### src/design/spm_pkg.sv
// Shared types and constants for the sparse polynomial multiply unit.
// Used by spm_cell, spm_term_gen and the top level; depends on nothing else.
package spm_pkg;

  localparam int COEF_IN_W = 16;   // loaded coefficient width
  localparam int EXP_IN_W  = 10;   // loaded exponent width
  localparam int PROD_W    = 32;   // coefficient pair product width
  localparam int COEF_W    = 38;   // accumulated coefficient width
  localparam int PEXP_W    = 11;   // product exponent width

  typedef enum logic [1:0] {
    ACT_LOAD_A = 2'd0,
    ACT_LOAD_B = 2'd1,
    ACT_MUL    = 2'd2
  } action_t;

  // Product term travelling down the cell chain.
  typedef struct packed {
    logic              vld;
    logic [PEXP_W-1:0] exp;
    logic [COEF_W-1:0] coef;
  } token_t;

  // Result term held in one cell.
  typedef struct packed {
    logic              occ;
    logic [PEXP_W-1:0] exp;
    logic [COEF_W-1:0] coef;
  } entry_t;

  // Status from the term generator to the control.
  typedef struct packed {
    logic busy;       // pairs still being issued or multiplied
    logic empty;      // an operand has no terms
    logic load_drop;  // a load hit a full operand this cycle
  } gen_stat_t;

endpackage

### src/design/spm_cell.sv
// One cell of the result chain: holds one result term and merges or
// forwards the product token from its upstream neighbor. Depends on spm_pkg.
module spm_cell
  import spm_pkg::*;
(
  input  logic   clk,
  input  logic   rst_n,
  input  logic   shift_i,   // emit: take the downstream neighbor's entry
  input  token_t tok_i,
  input  entry_t next_i,
  output token_t tok_o,
  output entry_t ent_o
);

  entry_t ent_r, ent_nxt;
  token_t tok_r, tok_nxt;

  always_comb begin
    ent_nxt = ent_r;
    tok_nxt = tok_i;
    tok_nxt.vld = 1'b0;
    if (shift_i) begin
      ent_nxt = next_i;
    end else if (tok_i.vld) begin
      if (ent_r.occ && (ent_r.exp == tok_i.exp)) begin
        ent_nxt.coef = ent_r.coef + tok_i.coef;
      end else if (!ent_r.occ) begin
        ent_nxt.occ  = 1'b1;
        ent_nxt.exp  = tok_i.exp;
        ent_nxt.coef = tok_i.coef;
      end else begin
        // occupied by another exponent: pass downstream
        tok_nxt.vld = 1'b1;
      end
    end
  end

  always_ff @(posedge clk) begin
    if (!rst_n) begin
      ent_r.occ <= 1'b0;
      tok_r.vld <= 1'b0;
    end else begin
      ent_r <= ent_nxt;
      tok_r <= tok_nxt;
    end
  end

  assign tok_o = tok_r;
  assign ent_o = ent_r;

endmodule

### config.mk
export PLATFORM = sky130hd
export DESIGN_NAME = spm_cell
export DESIGN_NICKNAME = d
export VERILOG_FILES = /design/src/design/spm_pkg.sv /design/src/design/spm_cell.sv
export SDC_FILE = /design/constraint.sdc
export NUM_CORES = 1
export LEC_CHECK = 0
export BUFFER_PORTS_ARGS = -buffer_cell sky130_fd_sc_hd__buf_4
export CORE_ASPECT_RATIO = 1.5
export CORE_MARGIN = 2
export CORE_UTILIZATION = 30
export CTS_BUF_LIST = sky130_fd_sc_hd__clkbuf_4
export CTS_CLUSTER_SIZE = 8
export DETAILED_ROUTE_END_ITERATION = 10
export PLACE_DENSITY = 0.5
export SETUP_SLACK_MARGIN = 0.5
export SYNTH_ARGS = -nofsm -noshare
export SYNTH_HDL_FRONTEND = slang
export SYNTH_SLANG_ARGS = --single-unit
### constraint.sdc
create_clock -name clk -period 6.4 [get_ports clk]
set_clock_uncertainty 0.05 [all_clocks]
set_input_delay 1.28 -clock clk [delete_from_list [all_inputs] [get_ports clk]]
set_output_delay 1.28 -clock clk [all_outputs]
set_load 0.1 [all_outputs]
* Word level (Yosys, flattened, before mapping)
Cells that the tools add are included. Widths: inputs -> output; s select.
Word-level totals: register bits 100, bits of input ports 103, output and inout port bits 100, word-level logic and storage cells 25
Operators by class: add/subtract/negate cells 1, equal/unequal tests 4, multiplexer cells 6, bitwise gates (word level) 2, reductions and logical operators 6
Operators with widths (count):
- $mux 50 | 2
- $mux 49 | 1
- $add 38x38->38 | 1
- $mux 38 | 1
- $mux 12 | 1
- $eq 11x11->1 | 1
- $ne 2x2->1 const B | 2
- $reduce_and 4->1 | 1
- $reduce_or 4->1 | 1
- $ne 3x2->1 const B | 1
- $reduce_and 3->1 | 1
- $not 1->1 | 2
- $reduce_and 2->1 | 1
- $reduce_bool 2->1 | 1
- $logic_and 1x1->1 | 1
- $mux 1 | 1

* Longest topological paths before layout
word-level depth 5, depth in mapped cells 11, gate-level depth less buffers 11

* Worst setup path before layout
OpenSTA, ideal clock, no wires.
path type input port to flip-flop, from input tok_i[46] (netlist bit), to register ent_r (netlist bit ent_o[0]), enable pin, library setup time 0.438 ns, arrival 4.159 ns, data required time 5.912 ns, slack 1.754 ns, stages 8, cell sequence xnor2_1 nand4_1 or3_1 buf_2 clkbuf_1 nand2_1 a21oi_1 nor2b_1
On the way: longest elaborated chain between the ends 4
RTL lines:
- from (decl) | line spm_cell.sv:9 | input token_t tok_i,
- $eq 11x11->1 | line spm_cell.sv:25 | if (ent_r.occ && (ent_r.exp == tok_i.exp)) begin
- $logic_and 1x1->1 | line spm_cell.sv:25
- $ne 3x2->1 (no source line)
- $reduce_and 3->1 (no source line)
- to (signal assigned) | line spm_cell.sv:43 | ent_r <= ent_nxt;
- to (decl) | line spm_cell.sv:15 | entry_t ent_r, ent_nxt;
Every way passes these cells. A chain may end at the register's enable or synchronous reset.

==> qor.yml <==
routing:
  dr.pass1.iters: 5
  vias_per_cell: 5.254
  drtIter0Drc: 339
  route.vias.total: 5553
  avgRoutedWirePerCell_um: 18.63
  drc: 0
  ant_nets: 0
  wirelength_um: 19690
global_route:
  grt_max_degree: 83
  grt_pass1_vias: 5556
  antenna_found_initial: 1
  grt_pass1_wl_um: 29970
  overflow: 0
  globalRouteTotalUtil_pct: 17.61
floorplan:
  io_pins: 203
  rows: 64
  start_util_pct: 30.59
  fp.dieH_um: 180.7
  die_w_um: 121.8
  die_area_um2: 22010
  core_um2: 20420
timing:
  max_freq_ghz: 0.2672
  final_hold_viol_count: 0
  grt_setup_unrepaired: "false"
  worst_pin_slew_ns: 1.006
  relSlewSlack_pct: 32.85
  period_minus_slack_ns: 3.743
  finalCritPeriodShare_pct: 58.49
  final.setup.tns_ns: 0
  finalSetupViolCount: 0
  fin_ws_ns: 2.657
  finalMaxSlewViolations: 0
layout:
  area_delta_synth_final_pct: 30.39
  final_common_cell: "buf_4"
  design_area_um2: 8144
  fin_nets: 927
  drive_gt1_share_pct: 31.10
  final_cell_mix: "205 x buf_4, 98 x edfxtp_1, 67 x a21oi_1"
synthesis:
  ys_seq_elements: 100
  seq_area_frac_synth_pct: 47.76
  synth_flop_cell: "edfxtp_1"
  synth_cells: 601
  synth_edf_count: 98
  synthTopCellsByArea: "edfxtp_1 47%, ha_1 7.4%, a21oi_1 5.4%"
  synth_fp_nets: 742
  netlist_area_um2: 6246
  yosysUniqueCellTypes: 63
  async_flop_share_pct: 0
  synth_top_area_share_pct: 47.12
  syn_avg_cell_area_um2: 10.39
  ys_warn_count: 0
  synth.largest_area_cell: "edfxtp_1"
clocking:
  cts_tree: "built"
  clk_pin_slew_ns: 0.17
  cts_htree_levels: 3
  insertion_delay_ns: 0.54
  clock_path_buffers: 2
  cts-root-buf: "clkbuf_4"
  cts.repair.resized: 0
  cts_sinks: 100
  ctsHoldBuffers: 0
  cts_made_buffers: 9
  cts_setup_buffers: 0
power:
  ir_drop_v: 0.0001266
  power_leakage_nw: 3.325
  power_density_nw_per_um2: 234.0
setup_path:
  critPathCapture: "ent_o[24]"
  worstRegToRegCells: 11
  crit_path_end_kind: "register"
  crit_path_start_kind: "input port"
  critPathLaunch: "tok_i[0]"
  r2r-end: "ent_o[24]"
  crit_type: "input port to register"
  cp_max_fo: 3
  cp.arrival_ns: 4.06
  r2r_slack_ns: 3.07
  cp.required_ns: 6.72
  reg2reg_from: "ent_o[0]"
placed_design:
  dp_hpwl_um: 14700
  place_ws_ns: 2.115
  place.gp.congestion: 0.8645
  post_dp_cell_area_um2: 8004
  portBuffers: 202
outcome:
  outcome: "finished, final reports clean"
worst_hold_path:
  min_path_type: "register to register"
job:
  cap_violations: 0
==> cell usage after synthesis, types with 5 or more instances <==
library cell   n
a21oi_1       67
mux2i_1        7
clkbuf_1      24
a31oi_1        7
nand2_1       47
buf_2          5
inv_1         15
ha_1          37
a211oi_1       6
a2bb2oi_1      7
a21o_1        13
nand4_1       13
edfxtp_1      98
or3_1          6
xnor2_1       27
o21bai_1       5
and3_1        21
nor3_1        11
nand3_1       19
mux2_2        11
nor2_1        25
o21ai_0       51
o31ai_1        6
o21a_1         5
==> cell families after synthesis <==
group / after synthesis / synth area share, %
xor gates and xnor gates: 31 / 4.347
DFF: 100 / 47.76
AOI/OAI and AO/OA: 197 / 20.03
buffers and inverters: 46 / 2.925
adders and majority gates: 38 / 7.732
muxes: 18 / 3.105
and+or+nand+nor: 171 / 14.10
==> worst min path at each step <==
stage	start	endpoint	cells after the start
after floorplan	ent_o[49]	tok_o[49]	2
after global placement	ent_o[49]	tok_o[49]	2
after detailed placement	ent_o[49]	tok_o[49]	2
after CTS	ent_o[49]	tok_o[49]	2
after global routing	ent_o[49]	tok_o[49]	2
final	ent_o[49]	tok_o[49]	2
==> layer usage <==
metal | routed length, um | track usage, % | vias to the layer above
met5 | 0 | 0 | -
met4 | 462 | 6.437 | 0
met3 | 1147 | 4.135 | 31
met2 | 10600 | 32.22 | 169
met1 | 7481 | 19.46 | 2677
li1 | - | - | 2676
==> flip-flops by register name (all words and copies together), names as in the netlist <==
signal / count
ent_o: 50
tok_o: 50
==> area by class of cell <==
type / instances / area [um^2]
Clock inverter: 7 / 67.56
Tap cell: 264 / 330.3
Clock buffer: 9 / 67.56
Antenna cell: 2 / 5.005
Sequential cell: 100 / 2983
Timing Repair Buffer: 205 / 1539
Fill cell: 2047 / 12280
Inverter: 15 / 56.30
Multi-Input combinational cell: 455 / 3095
==> critical path, cell delays in order <==
cell       delay, ns
buf_4           0.09
ha_1            0.21
inv_1           0.07
fa_1            0.38
and2b_1         0.25
o2111ai_1       0.17
and4_2          0.30
or4_4           0.50
a21oi_1         0.29
a31oi_1         0.15
xnor2_1         0.15
o31ai_1         0.23
==> power breakdown <==
part / switching [W] / total, W / internal, W
Clock: 0.000259 / 0.000349 / 0.0000903
Sequential: 0.0000218 / 0.000797 / 0.000775
Combinational: 0.000548 / 0.000760 / 0.000212
==> stage by stage <==
step                util [%]  std cells  hold slack [ns]  power [W]
finish                 39.88       1057           0.5130   0.001906
global route           39.87       1056           0.5545   0.001995
CTS                    39.86       1055           0.5194   0.001926
detailed placement     39.20       1039           0.4910   0.001572
global placement       39.20       1039           0.4702   0.001566
floorplan                  -        601           0.8871   0.001367
(Power assumes the default switching activity.)
