`src/design/spm_pkg.sv`:
```
// Shared types and constants for the sparse polynomial multiply unit.
// Used by spm_cell, spm_term_gen and the top level; depends on nothing else.
package spm_pkg;

  localparam int COEF_IN_W = 16;   // loaded coefficient width
  localparam int EXP_IN_W  = 10;   // loaded exponent width
  localparam int PROD_W    = 32;   // coefficient pair product width
  localparam int COEF_W    = 38;   // accumulated coefficient width
  localparam int PEXP_W    = 11;   // product exponent width

  typedef enum logic [1:0] {
    ACT_LOAD_A = 2'd0,
    ACT_LOAD_B = 2'd1,
    ACT_MUL    = 2'd2
  } action_t;

  // Product term travelling down the cell chain.
  typedef struct packed {
    logic              vld;
    logic [PEXP_W-1:0] exp;
    logic [COEF_W-1:0] coef;
  } token_t;

  // Result term held in one cell.
  typedef struct packed {
    logic              occ;
    logic [PEXP_W-1:0] exp;
    logic [COEF_W-1:0] coef;
  } entry_t;

  // Status from the term generator to the control.
  typedef struct packed {
    logic busy;       // pairs still being issued or multiplied
    logic empty;      // an operand has no terms
    logic load_drop;  // a load hit a full operand this cycle
  } gen_stat_t;

endpackage

```
`src/design/spm_term_gen.sv`:
```
// Operand term stores, pair sequencer and coefficient multiplier.
// Feeds one product token per cycle into the cell chain. Depends on spm_pkg.
module spm_term_gen
  import spm_pkg::*;
#(
  parameter int MAX_TERMS = 8,
  parameter int EW        = 10
) (
  input  logic                 clk,
  input  logic                 rst_n,
  input  logic                 load_a_i,
  input  logic                 load_b_i,
  input  logic [COEF_IN_W-1:0] coef_i,
  input  logic [EW-1:0]        exp_i,
  input  logic                 start_i,
  input  logic                 clear_i,
  output token_t               tok_o,
  output gen_stat_t            stat_o
);

  localparam int CW = $clog2(MAX_TERMS + 1);
  localparam int IW = (MAX_TERMS > 1) ? $clog2(MAX_TERMS) : 1;

  logic [COEF_IN_W-1:0] a_coef_r [MAX_TERMS];
  logic [EW-1:0]        a_exp_r  [MAX_TERMS];
  logic [COEF_IN_W-1:0] b_coef_r [MAX_TERMS];
  logic [EW-1:0]        b_exp_r  [MAX_TERMS];
  logic [CW-1:0]        a_cnt_r, b_cnt_r;
  logic [IW-1:0]        i_r, j_r;
  logic                 run_r;

  logic                 s1_vld_r;
  logic [COEF_IN_W-1:0] s1_ca_r, s1_cb_r;
  logic [EW:0]          s1_ex_r;
  token_t               tok_r;

  logic                 a_full, b_full, j_end, i_end;
  logic signed [PROD_W-1:0] prod;

  assign a_full = (a_cnt_r == CW'(MAX_TERMS));
  assign b_full = (b_cnt_r == CW'(MAX_TERMS));
  assign j_end  = (CW'(j_r) == b_cnt_r - CW'(1));
  assign i_end  = (CW'(i_r) == a_cnt_r - CW'(1));
  assign prod   = $signed(s1_ca_r) * $signed(s1_cb_r);

  // Operand stores and stage-1 operand registers: payload only, no reset.
  always_ff @(posedge clk) begin
    if (load_a_i && !a_full) begin
      a_coef_r[a_cnt_r[IW-1:0]] <= coef_i;
      a_exp_r[a_cnt_r[IW-1:0]]  <= exp_i;
    end
    if (load_b_i && !b_full) begin
      b_coef_r[b_cnt_r[IW-1:0]] <= coef_i;
      b_exp_r[b_cnt_r[IW-1:0]]  <= exp_i;
    end
    s1_ca_r  <= a_coef_r[i_r];
    s1_cb_r  <= b_coef_r[j_r];
    s1_ex_r  <= {1'b0, a_exp_r[i_r]} + {1'b0, b_exp_r[j_r]};
  end

  // Counts, pair sequencer (first operand outer) and the token register.
  always_ff @(posedge clk) begin
    if (!rst_n) begin
      a_cnt_r   <= '0;
      b_cnt_r   <= '0;
      run_r     <= 1'b0;
      i_r       <= '0;
      j_r       <= '0;
      s1_vld_r  <= 1'b0;
      tok_r.vld <= 1'b0;
    end else begin
      s1_vld_r   <= run_r;
      tok_r.vld  <= s1_vld_r;
      tok_r.exp  <= PEXP_W'(s1_ex_r);
      tok_r.coef <= {{(COEF_W - PROD_W){prod[PROD_W-1]}}, prod};
      if (clear_i) begin
        a_cnt_r <= '0;
        b_cnt_r <= '0;
      end else begin
        if (load_a_i && !a_full) a_cnt_r <= a_cnt_r + CW'(1);
        if (load_b_i && !b_full) b_cnt_r <= b_cnt_r + CW'(1);
      end
      if (start_i) begin
        run_r <= 1'b1;
        i_r   <= '0;
        j_r   <= '0;
      end else if (run_r) begin
        if (j_end) begin
          j_r <= '0;
          if (i_end) begin
            run_r <= 1'b0;
          end else begin
            i_r <= i_r + IW'(1);
          end
        end else begin
          j_r <= j_r + IW'(1);
        end
      end
    end
  end

  assign tok_o            = tok_r;
  assign stat_o.busy      = run_r | s1_vld_r | tok_r.vld;
  assign stat_o.empty     = (a_cnt_r == '0) || (b_cnt_r == '0);
  assign stat_o.load_drop = (load_a_i && a_full) || (load_b_i && b_full);

endmodule
```
`config.mk`:
```
export PLATFORM = sky130hd
export DESIGN_NAME = spm_term_gen
export DESIGN_NICKNAME = d
export VERILOG_FILES = /design/src/design/spm_pkg.sv /design/src/design/spm_term_gen.sv
export SDC_FILE = /design/constraint.sdc
export NUM_CORES = 1
export LEC_CHECK = 0
export BUFFER_PORTS_ARGS = -buffer_cell sky130_fd_sc_hd__buf_4
export CAP_MARGIN = 10
export CORE_ASPECT_RATIO = 0.5
export CORE_MARGIN = 2
export CORE_UTILIZATION = 30
export CTS_BUF_LIST = sky130_fd_sc_hd__clkbuf_2
export DETAILED_ROUTE_END_ITERATION = 10
export HOLD_SLACK_MARGIN = 0.05
export SYNTH_ARGS = -nofsm -noshare
export SYNTH_HDL_FRONTEND = slang
export SYNTH_SLANG_ARGS = --single-unit
```
`constraint.sdc`:
```
create_clock -name clk -period 7 [get_ports clk]
set_clock_uncertainty 0.2 [all_clocks]
set_input_delay 0.7 -clock clk [delete_from_list [all_inputs] [get_ports clk]]
set_output_delay 0.7 -clock clk [all_outputs]
set_load 0.01 [all_outputs]
```
Yosys cells after proc, flatten, opt, wreduce, memory -nomap -nowiden
Memory sizes are Yosys's and may differ from the RTL's. A register that Yosys moved wholly into a read port is not among the register bits.
Index checks and enable logic that the tools add are counted.

word-level totals
  register bits = 71
  bits in writable memories = 416
  output and inout port bits = 53
  memories = 4

memories
  memory    words  width  read ports  clocked after memory_dff  write ports  RTL line            RTL
  a_coef_r  8      16     1           1                         1            spm_term_gen.sv:24  logic [COEF_IN_W-1:0] a_coef_r [MAX_TERMS];
  b_coef_r  8      16     1           1                         1            spm_term_gen.sv:26  logic [COEF_IN_W-1:0] b_coef_r [MAX_TERMS];
  a_exp_r   8      10     1           1                         1            spm_term_gen.sv:25  logic [EW-1:0] a_exp_r [MAX_TERMS];
  b_exp_r   8      10     1           1                         1            spm_term_gen.sv:27  logic [EW-1:0] b_exp_r [MAX_TERMS];

cells by class
  add/sub/neg operators = 7
  multiply operators = 1
  equality and inequality tests = 4
  mux-type cells = 13
  bitwise logic cells = 4
  reductions and logical operators = 13

operator list
  cell                                                                 number
  16-bit by 16-bit multiplier with 32-bit output                       1
  3-bit 2-to-1 mux                                                     5
  10-bit by 10-bit adder with 11-bit output                            1
  4-bit by 1-bit adder with 4-bit output (second input constant)       2
  3-bit by 4-bit equality test with 1-bit output                       2
  4-bit equality test (second input constant)                          2
  4-bit zero test                                                      2
  1-bit 2-to-1 mux                                                     8
  4-bit by 1-bit subtractor with 4-bit output (second input constant)  2
  3-bit by 1-bit adder with 3-bit output (second input constant)       2
  1-bit logical AND                                                    4
  2-bit OR reduction                                                   2
  3-bit AND reduction                                                  1
  1-bit zero test                                                      2
  1-bit logical OR                                                     2
  1-bit inverter                                                       2
  1-bit bitwise OR                                                     2

Logic depth before layout (Yosys ltp)
Gate-level depths: netlist of the first run.

  depth in word-level cells = 6
  depth in mapped cells = 22

Least setup slack after synthesis of the first run
No wires, ideal clock.

  kind = register to register
  from = register s1_ca_r[15] (read register of a_coef_r)
  to = register tok_r, in the netlist tok_o[28] (data pin)
  library setup time = 0.258 ns
  arrival time = 5.806 ns
  data required time = 6.542 ns
  setup slack = 0.736 ns
  cell stages (with the launch flop) = 20
  clock period less this slack = 6.264 ns
  path through = dfxtp_1 > clkbuf_1 > nand2_1 > inv_1 > fa_1 > fa_1 > fa_1 > fa_1 > fa_1 > inv_1 > fa_1 > inv_1 > ha_1 > clkbuf_1 > nand2_1 > a21oi_1 > nor2_1 > or4_1 > and3_1 > xnor2_1

between the ends
  word-level cells in the longest chain between the ends = 1

ends and longest elaborated chain
  element                                         RTL line            RTL
  start: declaration                              spm_term_gen.sv:33  logic [COEF_IN_W-1:0] s1_ca_r, s1_cb_r;
  16-bit by 16-bit multiplier with 32-bit output  spm_term_gen.sv:44  assign prod = $signed(s1_ca_r) * $signed(s1_cb_r);
  named net prod[28]                              spm_term_gen.sv:38  logic signed [PROD_W-1:0] prod;
  end: declaration                                spm_term_gen.sv:35  token_t tok_r;

The timed path passes the listed nets, and every way through them passes these cells.
A chain may end at the register's enable or synchronous reset.

Worst setup path in the final report of the first run
  from = register s1_cb_r[3] (read register of b_coef_r)
  to = register tok_r, in the netlist tok_o[29] (data pin)

between the ends
  word-level cells in the longest chain between the ends = 1

ends and longest elaborated chain
  element                                         RTL line
  start: declaration                              spm_term_gen.sv:33
  16-bit by 16-bit multiplier with 32-bit output  spm_term_gen.sv:44
  named net prod[29]                              spm_term_gen.sv:38

The timed path passes the listed nets, and every way through them passes these cells.

==> results of run 1 <==
-- how the worst min path moves through the flow --
stage,endpoint,depth (start not counted),start
2_1_floorplan,tok_o[38],0,s1_ex_r[0]
6_report,b_exp_r[0][4],2,exp_i[4]
3_5_place_dp,tok_o[45],0,s1_ex_r[7]
5_1_grt,b_exp_r[0][4],2,exp_i[4]
3_3_place_gp,tok_o[38],0,s1_ex_r[0]
4_1_cts,b_exp_r[0][4],2,exp_i[4]
-- flip-flops by register name (all words and copies together) (netlist names), named ones only --
signal	flops
a_exp_r	80
a_cnt_r	4
i_r	3
b_cnt_r	4
s1_ex_r	11
s1_ca_r	16
s1_vld_r	1
b_exp_r	80
a_coef_r	128
j_r	3
b_coef_r	128
run_r	1
tok_o	44
s1_cb_r	16
-- worst register-to-register path, stage by stage (launching register included) --
cell and delay [ns]:
dfxtp_1 0.65, buf_4 0.25, nand2_1 0.08, fa_1 0.48, fa_1 0.52, fa_1 0.54
inv_1 0.07, fa_1 0.49, fa_1 0.49, inv_1 0.05, fa_1 0.47, inv_1 0.04
ha_1 0.38, a21oi_1 0.24, o22a_1 0.18, a2bb2oi_1 0.39, a211oi_1 0.17, o21ai_1 0.31
nor2_1 0.09, a211oi_1 0.28
-- metrics by stage --
step,util [%],setup slack (ns),area [sq um]
2_1_floorplan,-,0.736,29200
3_3_place_gp,32.8,0.415,31500
3_5_place_dp,32.8,0.316,31500
4_1_cts,34.9,0.312,33500
5_1_grt,34.9,0.0231,33500
6_report,34.9,0.383,33500
-- layout make-up --
class	instances	area [sq um]
diodes	6	15.0
clock buffers	206	1030
clock inverters	36	263
fillers	9310	62400
inverters	304	1140
multi-input cells	1077	12700
flip-flops and latches	525	15100
well taps	1271	1590
repair buffers	192	1620
-- cells by family after synthesis --
group | count (synthesis) | synth area share (%)
muxes | 162 | 10.2
buffers and inverters | 382 | 5.04
xor gates and xnor gates | 52 | 1.56
adders and majority gates | 363 | 22.3
DFF | 525 | 51.8
and+or+nand+nor | 389 | 6.50
AOI/OAI and AO/OA | 111 | 2.56
-- routing by layer --
layer,track usage [%],vias to the layer above
met5,0,-
met4,4.76,2
met3,2.84,105
met2,21.9,411
met1,17.2,8349
li1,-,7389
-- layout by cell type (no fill, tap or decap), types with 5 or more instances in the layout --
| cell type | Yosys | layout |
|---|---|---|
| edfxtp_1 | 459 | 459 |
| inv_1 | 304 | 304 |
| fa_1 | 263 | 263 |
| clkbuf_2 | 0 | 206 |
| nand2_1 | 148 | 148 |
| and2_1 | 127 | 127 |
| buf_4 | 6 | 120 |
| mux4_2 | 104 | 104 |
| ha_1 | 100 | 100 |
| dlygate4sd3_1 | 0 | 72 |
| dfxtp_1 | 66 | 62 |
| mux2_2 | 50 | 50 |
| nor2_1 | 61 | 49 |
| xnor2_1 | 38 | 38 |
| a21oi_1 | 32 | 32 |
| clkinv_1 | 0 | 19 |
| o21ai_0 | 18 | 18 |
| xor2_1 | 14 | 14 |
| nor2_4 | 0 | 12 |
| nand2b_1 | 11 | 11 |
| nor3_1 | 13 | 9 |
| a21o_1 | 9 | 9 |
| mux2i_1 | 8 | 8 |
| diode_2 | 0 | 6 |
| and3_1 | 6 | 6 |
| nand3_1 | 6 | 6 |
| a211oi_1 | 6 | 6 |
| a31oi_1 | 5 | 5 |
| inv_6 | 0 | 5 |
-- what timing repair did --
action,in CTS,in global routing
resized for setup,0,2
hold buffers,72,0
buffers inserted,0,0
hold endpoints to repair,576,0
setup endpoints to repair,0,3
==> run metrics, run 1 <==
clock slew at reported path FFs=0.11 ns; largest net degree at the start of global routing=49; Root Buffer=clkbuf_2; routed wl met2=31000 um; Post-synth ARST share=0%; Cell Chain, Critical Path=buf_4 > nand2_1 > fa_1 > fa_1 > fa_1 > inv_1 > fa_1 > fa_1 > inv_1 > fa_1 > inv_1 > ha_1 > a21oi_1 > o22a_1 > a2bb2oi_1 > a211oi_1 > o21ai_1 > nor2_1 > a211oi_1; vias post-DR=16300; Slew Limit Fails=0; Yosys warning total=0; Critical R2R Capture=tok_o[29]; Largest delay share family, worst path=adder cells; CTS tree=yes; WL per Instance=17.9 um; antenna violations before repair=4; CP peak stage delay=0.65 ns; crit path DAT=7.51 ns; fin cells=3617; status=completed; Buf+Inv Stages, Crit Path=4; Worst Setup SP=s1_cb_r[3]; worst hold path class=in2reg; Die Wd=445 um; core area=95900 sq um; Final period util=94.5%; Area growth, synth to finish=14.8%; port bufs=84; Die Height=225 um; Seq/Total Area, Yosys=51.8%; Critical R2R Launch=s1_cb_r[3]; top sig layer=met5; clk sinks=525; kind of critical path=reg2reg; number of global-route vias before repair=17700; Yosys cell types=57; antenna-violating nets left=0; Worst R2R Path Depth=19; crit-path most repeated cell=fa_1; Synth Flop Type=edfxtp_1; Fin Setup TNS=0 ns; Final setup viols=0; R2R setup slack=0.38 ns; top-count cell post-synth=edfxtp_1; Synth area leader=edfxtp_1; first-pass GRT wire length=101000 um; Final Hold Fails=0; CP startpoint kind=flop; Syn Area/Cell=14.7 sq um; clk_lat worst skew=1.30 ns; CP Max Fanout=11; Total Wirelength=64800 um; grt ovf=0; H-tree depth=4; starting density of the core=30.4%; slowest CP cell=dfxtp_1; M1 WL=29100 um; worst slew pin tran=1.18 ns; post-synth net total=2379; RSZ-0062 raised after global routing=no; Area contributors post-synth=edfxtp_1, fa_1, mux4_2, dfxtp_1, ha_1; io pins=85; synthesized area=29200 sq um; Die ar.=99900 sq um; Final Hold Slack=0.165 ns; fin crit period=6.62 ns; worst rel slew slack=21.0%; gr usage total=13.3%; Worst setup EP type=flop; DP HPWL=42500 um; drt via density=4.49; post-synthesis cell count=1984; dpl cells=3297; nets=2626; total CTS buffers=131; Worst Path Required=7.89 ns; # DRC=0; post-synthesis register bit count=525; CP Depth=19; list of most frequent post-synthesis cells=edfxtp_1, inv_1, fa_1, nand2_1, and2_1; DR WL met3=3320 um; Initial DRT Pass Iterations=7; max cap viols=0; crit path to=tok_o[29]; ratio of cells with drive above 1 in the final layout=22.4%; DR iter-0 viols=1113; f_max=0.151 GHz; # rows=80; top cell type's share of synthesized area=47.2%; global placer's final weighted congestion=0.834; clock buffer depth=3; EDFF count, synth=459
Power of run 1 is left out: the tool's default activity adds up to more than one toggle a clock period on the data nets, which glitch-free logic cannot reach.
==> inputs of run 2 (changes only) <==
--- a/config.mk
+++ b/config.mk
@@ -5,6 +5,7 @@
 export SDC_FILE = /design/constraint.sdc
 export NUM_CORES = 1
 export LEC_CHECK = 0
+export ABC_AREA = 1
 export BUFFER_PORTS_ARGS = -buffer_cell sky130_fd_sc_hd__buf_4
 export CAP_MARGIN = 10
 export CORE_ASPECT_RATIO = 0.5
==> run metrics, run 2 <==
status=completed; antenna violations before repair=4; DR iter-0 viols=1479; H-tree depth=3; post-CTS resize count=0; Seq/Total Area, Yosys=49.4%; total CTS buffers=119; slowest CP cell=fa_1; clock buffer depth=3; global routing usage on met3=3.28%; EDFF count, synth=459; grt ovf=0; clk_lat worst skew=1.29 ns; vias post-DR=20700; top-count cell post-synth=inv_1; top cell type's share of synthesized area=45.1%; Root Buffer=clkbuf_2; Synth area leader=edfxtp_1; CP peak stage delay=0.88 ns; nets=3545; worst hold path class=reg2reg; io pins=85; first-pass GRT wire length=121000 um; Worst Path Required=7.91 ns; Largest delay share family, worst path=adder cells; most common cell after layout, fill and taps aside=inv_1; clock slew at reported path FFs=0.13 ns; drt via density=4.50; Initial DRT Pass Iterations=5; max cap viols=0; ratio of cells with drive above 1 in the final layout=11.0%; Die Wd=456 um; # rows=82; Synth Flop Type=edfxtp_1; list of most frequent post-synthesis cells=inv_1, edfxtp_1, nand2_1, nor2_1, fa_1; M2 GR Usage=24.9%; clk sinks=525; Top Usage Layer GRT=met2; antenna-violating nets left=0; f_max=0.154 GHz; starting density of the core=30.4%; post-synth net total=3370; Yosys cell types=39; largest net degree at the start of global routing=68; number of global-route vias before repair=21600; gr usage total=14.8%; Worst setup EP type=flop; Buf+Inv Stages, Crit Path=4; synthesized area=30600 sq um; Slew Limit Fails=0; Final setup viols=0; CP startpoint kind=flop; # DRC=0; crit-path most repeated cell=fa_1; core area=101000 sq um; Post-synth ARST share=0%; worst rel slew slack=42.0%; crit path DAT=7.39 ns; Total Wirelength=76900 um; WL per Instance=16.7 um; Final period util=92.6%; Die ar.=105000 sq um; Syn Area/Cell=10.3 sq um; post-synthesis register bit count=525; DP HPWL=50900 um; Die Height=230 um; worst slew pin tran=0.868 ns; most frequent cells in the layout=inv_1, edfxtp_1, nand2_1; port bufs=84; Cell Chain, Critical Path=nand2_1 > inv_1 > fa_1 > fa_1 > fa_1 > fa_1 > fa_1 > inv_1 > fa_1 > inv_1 > ha_1 > nand2_1 > nor2_1 > inv_1 > nor2_1 > nand4_1 > nand3b_1 > xor2_1; Yosys warning total=0; global placer's final weighted congestion=0.900; Area growth, synth to finish=13.0%; fin crit period=6.48 ns; met1 Resource Use GR=18.7%; Fin Setup TNS=0 ns; CTS tree=yes; Final Hold Fails=0; post-synthesis cell count=2975; kind of critical path=reg2reg; RSZ-0062 raised after global routing=no; CP Max Fanout=16; Area contributors post-synth=edfxtp_1, fa_1, inv_1, nand2_1, nor2_1
run 2: metrics by stage:
stage | util, % | setup slack (ns) | instance area [sq um] | hold slack, ns | cells
6_report | 34.3 | 0.517 | 34600 | 0.208 | 4605
5_1_grt | 34.3 | 0.167 | 34600 | 0.113 | 4605
4_1_cts | 34.3 | 0.506 | 34500 | 0.0599 | 4596
3_5_place_dp | 32.4 | 0.547 | 32700 | 0.189 | 4305
3_3_place_gp | 32.4 | 0.586 | 32700 | 0.189 | 4305
2_1_floorplan | - | 1.25 | 30600 | 0.186 | 2975
run 2: logic make-up (layout without fill, tap and decap cells):
kind of cell	count (synthesis)	in the layout	share of synthesized area (%)
adder cells (fa/ha/maj)	363	363	21.3
AO/OA/AOI/OAI	388	388	6.88
flip-flops	525	525	49.4
buffers and inverters	670	947	8.50
AND/OR/NAND/NOR	991	991	12.8
other	0	9	0
XOR/XNOR	38	38	1.11
run 2: repair_timing:
| action | CTS | global route |
|---|---|---|
| endpoints found under the hold margin | 664 | 0 |
| buffers inserted | 0 | 0 |
| hold buffers | 68 | 0 |
run 2: worst paths after layout:
path	startpoint	endpoint	slack (ns)	cells after the start
max	s1_ca_r[15]	tok_o[23]	0.52	18
min	s1_ex_r[5]	tok_o[43]	0.21	0
max reg2reg	s1_ca_r[15]	tok_o[23]	0.52	18
min reg2reg	s1_ex_r[5]	tok_o[43]	0.21	0
run 2: per-layer routing:
metal | vias up | routed length, um
met4 | 2 | 2180
met1 | 10000 | 33700
li1 | 9930 | -
met2 | 580 | 36500
met3 | 166 | 4450
met5 | - | 12
run 2: final cells by class:
class / count / area, sq um
flip-flops and latches: 525 / 15100
multi-input cells: 1780 / 12900
well taps: 1344 / 1680
clock buffers: 178 / 891
fillers: 10100 / 66100
clock inverters: 45 / 310
inverters: 527 / 1980
diodes: 9 / 22.5
repair buffers: 197 / 1650
Power of run 2 is left out for the same reason.
==> inputs of run 3 (changes only) <==
--- a/config.mk
+++ b/config.mk
@@ -8,12 +8,15 @@
 export ABC_AREA = 1
 export BUFFER_PORTS_ARGS = -buffer_cell sky130_fd_sc_hd__buf_4
 export CAP_MARGIN = 10
+export CELL_PAD_IN_SITES_DETAIL_PLACEMENT = 2
+export CELL_PAD_IN_SITES_GLOBAL_PLACEMENT = 2
 export CORE_ASPECT_RATIO = 0.5
-export CORE_MARGIN = 2
+export CORE_MARGIN = 3
 export CORE_UTILIZATION = 30
 export CTS_BUF_LIST = sky130_fd_sc_hd__clkbuf_2
 export DETAILED_ROUTE_END_ITERATION = 10
 export HOLD_SLACK_MARGIN = 0.05
+export PLACE_DENSITY_LB_ADDON = 0.1
 export SYNTH_ARGS = -nofsm -noshare
 export SYNTH_HDL_FRONTEND = slang
 export SYNTH_SLANG_ARGS = --single-unit
==> constraint.sdc (replaced) <==
create_clock -name clk -period 6.5 [get_ports clk]
set_clock_uncertainty 0.2 [all_clocks]
set_input_delay 0.65 -clock clk [delete_from_list [all_inputs] [get_ports clk]]
set_output_delay 0.65 -clock clk [all_outputs]
set_load 0.01 [all_outputs]
==> run metrics, run 3 (synthesis results as in run 2) <==
ratio of cells with drive above 1 in the final layout=12.4%; Final period util=95.4%; Die ar.=106000 sq um; Final Hold Fails=0; number of global-route vias before repair=24100; fin crit period=6.20 ns; clock slew at reported path FFs=0.11 ns; io pins=85; status=completed; gr usage total=18.5%; global routing usage on met3=3.23%; Die Wd=458 um; first-pass GRT wire length=148000 um; most frequent cells in the layout=inv_1, edfxtp_1, nand2_1; total CTS buffers=131; Die Height=232 um; Root Buffer=clkbuf_2; kind of critical path=reg2reg; worst slew pin tran=0.981 ns; WL per Instance=20.8 um; grt ovf=0; f_max=0.161 GHz; vias post-DR=21300; Slew Limit Fails=0; clk_lat worst skew=1.42 ns; DR iter-0 viols=898; Worst setup EP type=flop; CTS tree=yes; antenna violations before repair=5; H-tree depth=4; CP Max Fanout=12; drt via density=4.60; RSZ-0062 raised after global routing=no; Area growth, synth to finish=13.7%; Fin Setup TNS=0 ns; Hold Crit Start=s1_ex_r[1]; most common cell after layout, fill and taps aside=inv_1; largest net degree at the start of global routing=69; # DRC=0; starting density of the core=30.4%; clk sinks=525; Worst Setup SP=s1_cb_r[5]; # rows=82; CP startpoint kind=flop; Final setup viols=0; antenna-violating nets left=0; worst rel slew slack=34.6%; crit path DAT=7.21 ns; met1 Resource Use GR=25.2%; Total Wirelength=96200 um; core area=101000 sq um; Initial DRT Pass Iterations=4; nets=3585; port bufs=84; Worst Path Required=7.51 ns; DP HPWL=64900 um; Top Usage Layer GRT=met2; clock buffer depth=3; worst hold path class=reg2reg; M2 GR Usage=30.5%; max cap viols=0; global placer's final weighted congestion=0.796; Critical R2R Launch=s1_cb_r[5]
[run 3: cell types whose count changed in the layout (fill, tap and decap cells not counted), moves of 3 or more]
cell           delta
clkbuf_2         +20
nor2_4            +4
clkinvlp_4        +4
clkinv_1         -10
buf_4            +30
clkinv_2          -7
nor2_2            -3
dlygate4sd3_1     -3
[run 3: path summary, 6_finish.rpt]
| check | slack, ns | depth (start not counted) | to |
|---|---|---|---|
| setup / recovery | 0.30 | 18 | tok_o[23] |
| hold / removal | 0.14 | 0 | tok_o[39] |
| setup reg to reg | 0.30 | 18 | tok_o[23] |
| hold reg to reg | 0.14 | 0 | tok_o[39] |
[run 3: area by class of cell]
cell class                 count  area [sq um]
clock buffer                 198           991
tap                         1344          1680
clock inverter                32           205
inverter                     527          1980
sequential                   525         15100
timing repair buffer         225          1860
fill                       10900         65900
antenna                        7          17.5
multi-input combinational   1780         12900
[run 3: metal layers]
layer  vias to the layer above  share of wire, %
met3                       111               3.0
met2                       230                46
li1                       9989                 -
met1                     11000                49
met5                         -             0.035
met4                         6               1.5
[run 3: worst max-delay path: stages, from the launching register on]
cell and delay, ns:
dfxtp_1 0.73, nand2_1 0.24, fa_1 0.54, inv_1 0.07, fa_2 0.68, fa_1 0.49
fa_1 0.50, fa_1 0.49, inv_1 0.05, fa_1 0.48, inv_1 0.05, ha_1 0.38
nand2_1 0.13, nor2_1 0.18, inv_1 0.11, nor2_2 0.20, nand4_1 0.13, nand3b_1 0.18
xor2_1 0.24
[run 3: timing repair]
item	CTS	global route
buffers inserted	0	0
setup endpoints to repair	0	4
resized for setup	0	2
hold buffers	66	0
hold endpoints to repair	848	0
[run 3: metrics by stage]
step                hold WS (ns)  instance area (sq um)  utilization, %  setup slack, ns  cells
floorplan                  0.186                  30600               -            0.753   2975
global placement           0.193                  32900            32.7            0.154   4335
detailed placement         0.191                  32900            32.7           0.0517   4335
CTS                        0.116                  34800            34.5           0.0866   4631
global route               0.170                  34800            34.6           0.0612   4638
finish                     0.137                  34800            34.6            0.298   4638
Power of run 3 is left out for the same reason.
